==> src/sv/tccw_pkg.sv <==
// ----------------------------------------------------------------------------
// tccw_pkg
// Shared geometry, cell codes and screen-store request type for the text
// console cell writer.
// ----------------------------------------------------------------------------
package tccw_pkg;

  // Screen geometry
  localparam int COLUMNS = 80;
  localparam int ROWS    = 25;
  localparam int CELLS   = ROWS * COLUMNS;
  localparam int COPY_N  = (ROWS - 1) * COLUMNS;

  // Port field widths
  localparam int ROW_FW  = 5;
  localparam int COL_FW  = 7;
  localparam int CHAR_W  = 8;
  localparam int ATTR_W  = 8;
  localparam int CELL_W  = ATTR_W + CHAR_W;

  // Internal widths
  localparam int ADDR_W     = $clog2(CELLS);
  localparam int COL_W      = (COLUMNS > 1) ? $clog2(COLUMNS) : 1;
  localparam int CUR_ROW_W  = (ROWS > 1) ? $clog2(ROWS) : 1;
  localparam int WR_ROW_W   = $clog2(ROWS + 1);

  // Codes
  localparam logic [CHAR_W-1:0] NEWLINE_CODE = 8'h0A;
  localparam logic [CHAR_W-1:0] BLANK_CODE   = 8'h20;
  localparam logic [ATTR_W-1:0] ATTR_RESET   = 8'd244;

  localparam logic OP_PUT  = 1'b0;
  localparam logic OP_READ = 1'b1;

  typedef struct packed {
    logic              we;
    logic [ADDR_W-1:0] waddr;
    logic [CELL_W-1:0] wdata;
    logic              re;
    logic [ADDR_W-1:0] raddr;
  } mem_req_t;

  function automatic logic [CELL_W-1:0] make_cell(input logic [CHAR_W-1:0] ch,
                                                  input logic [ATTR_W-1:0] attr);
    return {attr, ch};
  endfunction

endpackage

==> src/sv/tccw_ctrl.sv <==
// ----------------------------------------------------------------------------
// tccw_ctrl
// Sequencer for the console: clearing pass, put and read handling, scroll
// sweep over the screen store, write position, cursor and result register.
// ----------------------------------------------------------------------------
module tccw_ctrl import tccw_pkg::*; (
  input  logic              clk_i,
  input  logic              rst_ni,
  input  logic              cfg_we_i,
  input  logic [ATTR_W-1:0] cfg_wdata_i,
  input  logic              in_valid_i,
  output logic              in_ready_o,
  input  logic              opcode_i,
  input  logic [CHAR_W-1:0] char_code_i,
  input  logic [ROW_FW-1:0] read_row_i,
  input  logic [COL_FW-1:0] read_col_i,
  output logic              out_valid_o,
  input  logic              out_ready_i,
  output logic [CELL_W-1:0] cell_value_o,
  output logic [ROW_FW-1:0] cursor_row_o,
  output logic [COL_FW-1:0] cursor_col_o,
  output mem_req_t          mem_req_o,
  input  logic [CELL_W-1:0] mem_rdata_i
);

  typedef enum logic [2:0] {
    ST_CLEAR,
    ST_IDLE,
    ST_SCROLL,
    ST_TAIL,
    ST_PUT,
    ST_DONE
  } state_e;

  state_e                state_q, state_d;
  logic [ADDR_W-1:0]     sweep_q, sweep_d;
  logic                  pend_valid_q, pend_valid_d;
  logic                  pend_copy_q, pend_copy_d;
  logic [ADDR_W-1:0]     pend_addr_q, pend_addr_d;
  logic [ATTR_W-1:0]     attr_q, attr_d;
  logic [WR_ROW_W-1:0]   row_q, row_d;
  logic [COL_W-1:0]      col_q, col_d;
  logic [CUR_ROW_W-1:0]  cur_row_q, cur_row_d;
  logic [COL_W-1:0]      cur_col_q, cur_col_d;
  logic [CHAR_W-1:0]     char_q, char_d;
  logic                  nl_q, nl_d;
  logic                  rd_q, rd_d;
  logic                  hit_q, hit_d;
  logic                  out_valid_q, out_valid_d;
  logic [CELL_W-1:0]     cell_q, cell_d;
  logic [ROW_FW-1:0]     out_row_q, out_row_d;
  logic [COL_FW-1:0]     out_col_q, out_col_d;

  logic                  accept;
  logic                  on_screen;
  logic [COL_W:0]        col_inc;
  logic                  col_wrap;
  logic [WR_ROW_W-1:0]   row_inc;
  logic                  read_hit;

  assign accept    = in_valid_i && in_ready_o;
  assign on_screen = (row_q < WR_ROW_W'(ROWS));
  assign col_inc   = {1'b0, col_q} + 1'b1;
  assign col_wrap  = (col_inc >= (COL_W + 1)'(COLUMNS));
  assign row_inc   = row_q + 1'b1;
  assign read_hit  = (read_row_i < ROWS) && (read_col_i < COLUMNS);

  always_comb begin
    state_d      = state_q;
    sweep_d      = sweep_q;
    pend_valid_d = pend_valid_q;
    pend_copy_d  = pend_copy_q;
    pend_addr_d  = pend_addr_q;
    attr_d       = cfg_we_i ? cfg_wdata_i : attr_q;
    row_d        = row_q;
    col_d        = col_q;
    cur_row_d    = cur_row_q;
    cur_col_d    = cur_col_q;
    char_d       = char_q;
    nl_d         = nl_q;
    rd_d         = rd_q;
    hit_d        = hit_q;
    out_valid_d  = out_valid_q && !out_ready_i;
    cell_d       = cell_q;
    out_row_d    = out_row_q;
    out_col_d    = out_col_q;

    mem_req_o = '0;

    unique case (state_q)
      ST_CLEAR: begin
        mem_req_o.we    = 1'b1;
        mem_req_o.waddr = sweep_q;
        mem_req_o.wdata = make_cell(BLANK_CODE, ATTR_RESET);
        if (sweep_q == ADDR_W'(CELLS - 1)) begin
          state_d = ST_IDLE;
        end else begin
          sweep_d = sweep_q + 1'b1;
        end
      end

      ST_IDLE: begin
        if (accept) begin
          rd_d    = (opcode_i == OP_READ);
          hit_d   = 1'b0;
          char_d  = char_code_i;
          nl_d    = (char_code_i == NEWLINE_CODE);
          sweep_d = '0;
          if (opcode_i == OP_READ) begin
            hit_d         = read_hit;
            mem_req_o.re  = read_hit;
            mem_req_o.raddr = ADDR_W'(read_row_i * COLUMNS + read_col_i);
            state_d       = ST_DONE;
          end else if (!on_screen) begin
            // Pending scroll: sweep the store before finishing
            pend_valid_d = 1'b0;
            state_d      = ST_SCROLL;
          end else if (char_code_i == NEWLINE_CODE) begin
            row_d = row_inc;
            col_d = '0;
            if (row_inc < WR_ROW_W'(ROWS)) begin
              cur_row_d = CUR_ROW_W'(row_inc);
              cur_col_d = '0;
            end
            state_d = ST_DONE;
          end else begin
            mem_req_o.we    = 1'b1;
            mem_req_o.waddr = ADDR_W'(row_q * COLUMNS + col_q);
            mem_req_o.wdata = make_cell(char_code_i, attr_q);
            if (col_wrap) begin
              row_d = row_inc;
              col_d = '0;
              if (row_inc < WR_ROW_W'(ROWS)) begin
                cur_row_d = CUR_ROW_W'(row_inc);
                cur_col_d = '0;
              end
            end else begin
              col_d     = COL_W'(col_inc);
              cur_row_d = CUR_ROW_W'(row_q);
              cur_col_d = COL_W'(col_inc);
            end
            state_d = ST_DONE;
          end
        end
      end

      ST_SCROLL: begin
        // Read one row ahead; each slot is written in the cycle after its read
        mem_req_o.re    = (sweep_q < ADDR_W'(COPY_N));
        mem_req_o.raddr = ADDR_W'(sweep_q + COLUMNS);
        mem_req_o.we    = pend_valid_q;
        mem_req_o.waddr = pend_addr_q;
        mem_req_o.wdata = pend_copy_q ? mem_rdata_i : make_cell(BLANK_CODE, attr_q);
        pend_valid_d    = 1'b1;
        pend_addr_d     = sweep_q;
        pend_copy_d     = (sweep_q < ADDR_W'(COPY_N));
        if (sweep_q == ADDR_W'(CELLS - 1)) begin
          state_d = ST_TAIL;
        end else begin
          sweep_d = sweep_q + 1'b1;
        end
      end

      ST_TAIL: begin
        mem_req_o.we    = pend_valid_q;
        mem_req_o.waddr = pend_addr_q;
        mem_req_o.wdata = pend_copy_q ? mem_rdata_i : make_cell(BLANK_CODE, attr_q);
        pend_valid_d    = 1'b0;
        if (nl_q) begin
          // Scroll stays pending, cursor holds
          col_d   = '0;
          state_d = ST_DONE;
        end else begin
          state_d = ST_PUT;
        end
      end

      ST_PUT: begin
        mem_req_o.we    = 1'b1;
        mem_req_o.waddr = ADDR_W'((ROWS - 1) * COLUMNS + col_q);
        mem_req_o.wdata = make_cell(char_q, attr_q);
        if (col_wrap) begin
          row_d = WR_ROW_W'(ROWS);
          col_d = '0;
        end else begin
          row_d     = WR_ROW_W'(ROWS - 1);
          col_d     = COL_W'(col_inc);
          cur_row_d = CUR_ROW_W'(ROWS - 1);
          cur_col_d = COL_W'(col_inc);
        end
        state_d = ST_DONE;
      end

      ST_DONE: begin
        if (!out_valid_q || out_ready_i) begin
          out_valid_d = 1'b1;
          cell_d      = (rd_q && hit_q) ? mem_rdata_i : '0;
          out_row_d   = ROW_FW'(cur_row_q);
          out_col_d   = COL_FW'(cur_col_q);
          state_d     = ST_IDLE;
        end
      end

      default: begin
        state_d = ST_IDLE;
      end
    endcase
  end

  always_ff @(posedge clk_i or negedge rst_ni) begin
    if (!rst_ni) begin
      state_q      <= ST_CLEAR;
      sweep_q      <= '0;
      pend_valid_q <= 1'b0;
      attr_q       <= ATTR_RESET;
      row_q        <= '0;
      col_q        <= '0;
      cur_row_q    <= '0;
      cur_col_q    <= '0;
      out_valid_q  <= 1'b0;
    end else begin
      state_q      <= state_d;
      sweep_q      <= sweep_d;
      pend_valid_q <= pend_valid_d;
      attr_q       <= attr_d;
      row_q        <= row_d;
      col_q        <= col_d;
      cur_row_q    <= cur_row_d;
      cur_col_q    <= cur_col_d;
      out_valid_q  <= out_valid_d;
    end
  end

  always_ff @(posedge clk_i) begin
    pend_copy_q <= pend_copy_d;
    pend_addr_q <= pend_addr_d;
    char_q      <= char_d;
    nl_q        <= nl_d;
    rd_q        <= rd_d;
    hit_q       <= hit_d;
    cell_q      <= cell_d;
    out_row_q   <= out_row_d;
    out_col_q   <= out_col_d;
  end

  assign in_ready_o   = (state_q == ST_IDLE);
  assign out_valid_o  = out_valid_q;
  assign cell_value_o = cell_q;
  assign cursor_row_o = out_row_q;
  assign cursor_col_o = out_col_q;

endmodule

==> config.mk <==
export PLATFORM = sky130hd
export DESIGN_NAME = tccw_ctrl
export DESIGN_NICKNAME = d
export VERILOG_FILES = /design/src/sv/tccw_pkg.sv /design/src/sv/tccw_ctrl.sv
export SDC_FILE = /design/constraint.sdc
export NUM_CORES = 1
export LEC_CHECK = 0
export BUFFER_PORTS_ARGS = -buffer_cell sky130_fd_sc_hd__buf_2
export CAP_MARGIN = 5
export CORE_ASPECT_RATIO = 1.4
export CORE_MARGIN = 5
export CORE_UTILIZATION = 55
export CTS_CLUSTER_SIZE = 25
export DETAILED_ROUTE_END_ITERATION = 10
export PLACE_DENSITY = 0.79
export SLEW_MARGIN = 20
export SYNTH_ARGS = -nofsm -noshare
export SYNTH_HDL_FRONTEND = slang
export SYNTH_SLANG_ARGS = --single-unit
==> constraint.sdc <==
create_clock -name clk_i -period 4.65 [get_ports clk_i]
set_input_delay 0.93 -clock clk_i [delete_from_list [all_inputs] [get_ports clk_i]]
set_output_delay 0.93 -clock clk_i [all_outputs]
set_load 0.01 [all_outputs]
# After elaboration in Yosys (flattened, before gate mapping)
# Index checks and enable logic that the tools add are counted.
# totals
register_bits	99
input_bits	50
out_inout_bits	70
word_cells	128
# classes
n_mul	2
n_addsub	7
reduce_logical	22
order_cmp	6
n_eq_ne	18
muxes	55
# ops
op	n
28-bit case mux with 4 select lines	1
7-bit two-way mux	13
28-bit two-way mux	3
5-bit two-way mux	12
40-bit two-way mux	1
12-bit case mux with 2 select lines	1
11-bit by 7-bit adder with 11-bit output	2
11-bit two-way mux	2
11-bit case mux with 2 select lines	1
7-bit case mux with 3 select lines	1
5-bit case mux with 2 select lines	2
3-bit two-way mux	6
3-bit case mux with 6 select lines	1
16-bit two-way mux	1
2-bit inequality test (second input constant)	8
5-bit < comparator (second input constant)	3
5-bit AND reduction	3
5-bit by 3-bit multiplier with 7-bit output (second input constant)	2
7-bit case mux with 2 select lines	1
12-bit two-way mux	1
11-bit by 1-bit adder with 11-bit output (second input constant)	1
11-bit by 7-bit adder with 11-bit output (first input constant)	1
11-bit by 7-bit adder with 11-bit output (second input constant)	1
11-bit equality test (second input constant)	1
23 further kinds	41

# Longest topological paths before layout
# Gate-level depths: netlist of run 1.
# logic_depth
ltp_word	9
mapped_depth	9
ltp_nobuf	9

# Worst setup path before layout of run 1
# No wires, ideal clock.
# synth_path
path_kind	input port to output port
startpoint	input read_row_i[1]
endpoint	output mem_req_o[10] in the netlist's numbering
arrival_time_ps	2795
required_time_ps	3720
path_buffers	0
path_slack_ps	925
cell_stages	8
cell_sequence	ha_1 > ha_1 > inv_1 > fa_1 > nor4b_1 > xor2_1 > xnor2_1 > a22o_1
# synth_rtl
item	line	text
from (decl)	tccw_ctrl.sv:15	input logic [ROW_FW-1:0] read_row_i,
to (decl)	tccw_ctrl.sv:22	output mem_req_t mem_req_o,

==> flow_summary_export.csv, run 1 <==
group,metric,value,unit
run_status,status,"finished, final reports clean",
power_and_ir_drop,p_int,2.22,mW
synthesis,syn_nets,597,
cells_and_area,fin_cells,769,
clock_network,cts_inserted_buffers,9,
clock_network,postCtsSetupBuffers,0,
timing,tns,0,ps
cells_and_area,num_antenna_cells,0,
setup_path,cp_max_fo,4,
flow_run,cap_viol_max_count,0,
drt,drtPass1Iterations,7,
floorplanning,row_count,44,
drt,drcViolationCount,0,
timing,period_share,0.883,
synthesis,synth_edf_count,51,
setup_path,worstPathRequired,3720,ps
setup_path,critPathCaptureType,"output port",
power_and_ir_drop,p_switching,1.28,mW
place,dp_hpwl,10100,um
clock_network,cts.clk_slew.worst_paths,70,ps
timing,rsz0062_at_grt,"no",
cells_and_area,drive_gt1_frac,0.285,
power_and_ir_drop,max-vdd-ir-drop,226,uV
power_and_ir_drop,leakage,3.12,nW
power_and_ir_drop,swShare,0.365,
synthesis,synthTopCellsByCount,"edfxtp_1, dfrtp_1, inv_1",
floorplanning,fp.dieW,96.1,um
synthesis,ys_seq_elements,99,
clock_network,hold_buffers,0,
global_route,grt_max_degree,49,
hold_path,min_path_type,"reg2reg",
power_and_ir_drop,p_clk_frac,0.234,
timing,drv_slew,0,
floorplanning,coreArea,10300,um^2
floorplanning,num_io_pins,120,
place,gp_congestion,0.884,
synthesis,synth_top_area_share,0.268,
global_route,grt_pass1_vias,4548,
clock_network,clk_path_buf_depth,2,
synthesis,yosysWarnings,0,
power_and_ir_drop,p_seq_frac,0.390,
place,port_buffers,119,
synthesis,avgSynthCellArea,11.0,um^2
synthesis,yosysSeqAreaShare,0.479,
setup_path,cp-start-kind,"primary input",
synthesis,yosysUniqueCellTypes,79,
synthesis,synth_area_leaders,"edfxtp_1, dfrtp_1, ha_1, xnor2_1, inv_1",
synthesis,synth_top_area_cell,"edfxtp_1",
global_route,grt_pass1_wl,21800,um
synthesis,synth_area,5710,um^2
drt,dr.first_iter.drc_count,342,
synthesis,yosysMostFrequentCell,"edfxtp_1",
synthesis,netlist_instances,520,
floorplanning,start_util,0.555,
setup_path,r2r_slack,2170,ps
clock_network,clock_sinks,99,
power_and_ir_drop,p_comb_frac,0.376,
drt,routed_wl,13900,um
synthesis,synth_async_sr_flop_share,0.485,
cells_and_area,syn2layout_area_growth,17.5,%
drt,antenna_left,0,
floorplanning,die_area,12600,um^2
timing,fin_crit,4100,ps
timing,fmax,244,MHz
clock_network,cts_resized,0,
clock_network,tritoncts,"done",
drt,viasPerCell,6.00,
timing,finalClockSkew,6.59,ps
setup_path,crit_arrival,3170,ps
floorplanning,die_y,131,um
cells_and_area,nets,703,
timing,worst-slew-pin-transition,801,ps
global_route,antenna_found_initial,0,
timing,relSlewSlack,0.466,
timing,hold_viol_final,0,
drt,vias,4614,
timing,setup_viol,0,
place,place_inst,753,
power_and_ir_drop,power_density,521,nW/um^2
synthesis,synth_flop_cell,"edfxtp_1",
clock_network,clkLatencyLatePin,350,ps
global_route,grt_remaining_overflow,0,
global_route,grt_util_all_layers,0.223,
setup_path,timing_worst_setup_path_type,"in2out",
drt,wl_per_cell,18.1,um
power_and_ir_drop,finalPower,3.50,mW
clock_network,htree_num_levels,3,
clock_network,clock_tree.root_cell,"clkbuf_16",
[final cells by class]
cell class                      count  area, um^2
Clock buffer                       11         253
Clock inverter                      5        82.6
Fill cell                         784        3580
Inverter                           38         143
Multi-Input combinational cell    353        2680
Sequential cell                    99        2740
Tap cell                          138         173
Timing Repair Buffer              125         643
[cells by family after synthesis]
| family | synth area share |
|---|---|
| AOI/OAI and AO/OA | 0.179 |
| xor gates and xnor gates | 0.0552 |
| adders and majority gates | 0.0644 |
| buffers and inverters | 0.0519 |
| DFF | 0.479 |
| muxes | 0.0285 |
| and+or+nand+nor | 0.142 |
[flip-flops by register name (all words and copies together) (netlist names), 7 cells and up]
signal,cells
attr_q,8
cell_value_o,16
char_q,8
col_q,7
cur_col_q,7
cursor_col_o,7
pend_addr_q,11
sweep_q,11
[cells in the final DEF (no fill, tap or decap), drive strengths merged, types with 15 or more instances in the layout]
cell	instances
dfrtp	43
a21o	16
edfxtp	51
xnor2	22
and3	19
a21oi	18
buf	125
nor3	15
nand2	27
inv	38
o21ai	26
nor2	32
ha	23
[worst paths after layout]
kind	start	to	cells after the start
min	cur_col_q[2]$_DFFE_PN0P_	cursor_col_o[2]$_DFFE_PP_	0
min reg2reg	cur_col_q[2]$_DFFE_PN0P_	cursor_col_o[2]$_DFFE_PP_	0
max reg2reg	state_q[1]$_DFFE_PN0P_	pend_addr_q[6]$_DFFE_PP_	4
min in group asynchronous	rst_ni	cur_col_q[2]$_DFFE_PN0P_	1
max in group asynchronous	rst_ni	sweep_q[7]$_DFFE_PN0P_	1
max	read_row_i[1]	mem_req_o[10]	10
[through the flow]
step,hold WS [ps],instance area (um^2),setup WS [ps],utilization
final,447,6710,545,0.652
after global placement,437,6370,636,0.619
after detailed placement,436,6370,567,0.619
after floorplan,420,5710,925,-
after global routing,462,6710,474,0.652
after CTS,450,6710,552,0.652
[power by group through the flow]
stage	sequential [mW]	combinational, mW	clock [mW]
after detailed placement	1.37	1.30	0
after global placement	1.36	1.28	0
final	1.36	1.32	0.820
after global routing	1.39	1.45	0.867
after floorplan	1.34	0.880	0
after CTS	1.36	1.32	0.832
[per-layer routing]
layer	vias to the layer above	track usage	wire length (um)
met5	-	0	0
li1	2146	-	-
met3	34	0.0447	1090
met2	201	0.392	7210
met1	2233	0.258	5260
met4	0	0.102	379
[critical path, stage by stage]
cell and delay [ps]:
buf_2 130, ha_1 290, ha_1 210, inv_1 70
fa_1 460, nor4b_1 380, xor2_1 230, xnor2_1 90
a22o_1 240, buf_2 140
(Power assumes the default switching activity.)
==> inputs of run 2 (changes only) <==
--- a/config.mk
+++ b/config.mk
@@ -8,7 +8,6 @@
 export BUFFER_PORTS_ARGS = -buffer_cell sky130_fd_sc_hd__buf_2
 export CAP_MARGIN = 5
 export CORE_ASPECT_RATIO = 1.4
-export CORE_MARGIN = 5
 export CORE_UTILIZATION = 55
 export CTS_CLUSTER_SIZE = 25
 export DETAILED_ROUTE_END_ITERATION = 10
==> constraint.sdc (replaced) <==
create_clock -name clk_i -period 3.8 [get_ports clk_i]
set_input_delay 0.76 -clock clk_i [delete_from_list [all_inputs] [get_ports clk_i]]
set_output_delay 0.76 -clock clk_i [all_outputs]
set_load 0.01 [all_outputs]
==> flow_summary_export.csv, run 2 (synthesized netlist as in run 1, its figures left out) <==
group,metric,value,unit
setup_path,critPathCaptureType,"output port",
timing,tns,0,ps
cells_and_area,design_area,6730,um^2
power_and_ir_drop,max-vdd-ir-drop,355,uV
clock_network,clock_sinks,99,
clock_network,clock_tree.root_cell,"clkbuf_16",
timing,drv_slew,0,
global_route,grt_pass1_vias,4493,
timing,setup_viol,0,
place,place_inst,756,
timing,hold_viol_final,0,
power_and_ir_drop,leakage,3.13,nW
timing,period_share,0.980,
drt,dr.first_iter.drc_count,361,
clock_network,tritoncts,"done",
run_status,status,"finished, final reports clean",
cells_and_area,fin_cells,772,
floorplanning,die_area,10800,um^2
floorplanning,num_io_pins,120,
setup_path,crit_arrival,2960,ps
global_route,antenna_found_initial,0,
drt,antenna_left,0,
drt,vias,4651,
floorplanning,start_util,0.571,
place,port_buffers,119,
cells_and_area,largest_register_ff_count,16,
cells_and_area,finish.utilization,0.672,
drt,viasPerCell,6.02,
timing,rsz0062_at_grt,"no",
drt,wl_per_cell,17.6,um
clock_network,cts_inserted_buffers,9,
hold_path,min_path_type,"in2async",
setup_path,cp_max_fo,4,
setup_path,timing.rr.end,"cur_col_q[1]$_DFFE_PN0P_",
timing,layout_setup_ws,76.8,ps
setup_path,timing_worst_setup_path_type,"in2out",
global_route,grt_remaining_overflow,0,
cells_and_area,nets,709,
floorplanning,fp.dieW,88.1,um
clock_network,clk_path_buf_depth,2,
floorplanning,row_count,43,
place,pre_cts_ws,18.6,ps
clock_network,htree_num_levels,3,
timing,fmax,269,MHz
clock_network,cts.clk_slew.worst_paths,70,ps
drt,routed_wl,13600,um
setup_path,worstPathRequired,3040,ps
setup_path,cp-start-kind,"primary input",
cells_and_area,syn2layout_area_growth,17.8,%
floorplanning,coreArea,10000,um^2
global_route,grt_util_all_layers,0.259,
cells_and_area,layout_common_cells,"buf_2, edfxtp_1, dfrtp_1",
timing,worst-slew-pin-transition,804,ps
drt,drtPass1Iterations,7,
floorplanning,die_y,123,um
cells_and_area,drive_gt1_frac,0.294,
power_and_ir_drop,power_density,626,nW/um^2
power_and_ir_drop,finalPower,4.21,mW
global_route,grt_pass1_wl,21400,um
timing,fin_crit,3720,ps
timing,timing.hold.ws,441,ps
clock_network,clkLatencyLatePin,350,ps
timing,relSlewSlack,0.464,
clock_network,cts_resized,0,
drt,drcViolationCount,0,
flow_run,cap_viol_max_count,0,
setup_path,ff2ff_path_depth,7,
cells_and_area,num_antenna_cells,0,
timing,finalClockSkew,11.9,ps
place,gp_congestion,0.857,
place,place_area,6420,um^2
clock_network,postCtsSetupBuffers,0,
setup_path,r2r_slack,1510,ps
place,dp_hpwl,10100,um
setup_path,reg2reg_from,"row_q[0]$_DFFE_PN0P_",
clock_network,hold_buffers,0,
global_route,grt_max_degree,49,
cells_and_area,final_common_cell,"buf_2",
[run 2: how the worst max path moves through the flow]
| stage | from | to | slack [ps] | cells after the start |
|---|---|---|---|---|
| 2_1_floorplan | read_row_i[1] | mem_req_o[10] | 410 | 8 |
| 3_3_place_gp | read_row_i[1] | mem_req_o[10] | 130 | 10 |
| 3_5_place_dp | read_row_i[1] | mem_req_o[10] | 20 | 10 |
| 4_1_cts | read_row_i[1] | mem_req_o[10] | 6 | 10 |
| 5_1_grt | read_row_i[1] | mem_req_o[10] | 20 | 10 |
| 6_report | read_row_i[1] | mem_req_o[10] | 80 | 10 |
[run 2: worst max-delay path, stage by stage]
cell and delay [ps]:
buf_2 130, ha_1 300, ha_1 220, inv_1 80
fa_1 480, nor4b_2 350, xor2_1 210, xnor2_1 80
a22o_1 220, buf_2 140
[run 2: final cells by class]
class                           instances  area [um^2]
Tap cell                              135          169
Timing Repair Buffer                  131          688
Fill cell                             776         3280
Clock inverter                          6         70.1
Multi-Input combinational cell        353         2690
Inverter                               38          143
Clock buffer                           10          229
Sequential cell                        99         2740
[run 2: metal layers]
metal,share of wire,GRT usage
met2,0.52,0.462
met1,0.38,0.299
met5,0,0
met4,0.029,0.120
met3,0.070,0.0457
[run 2: power breakdown]
| part | total (mW) | switching, mW | internal (mW) |
|---|---|---|---|
| Clock | 0.921 | 0.403 | 0.518 |
| Sequential | 1.63 | 0.186 | 1.44 |
| Combinational | 1.66 | 0.983 | 0.681 |
| Total | 4.21 | 1.57 | 2.64 |
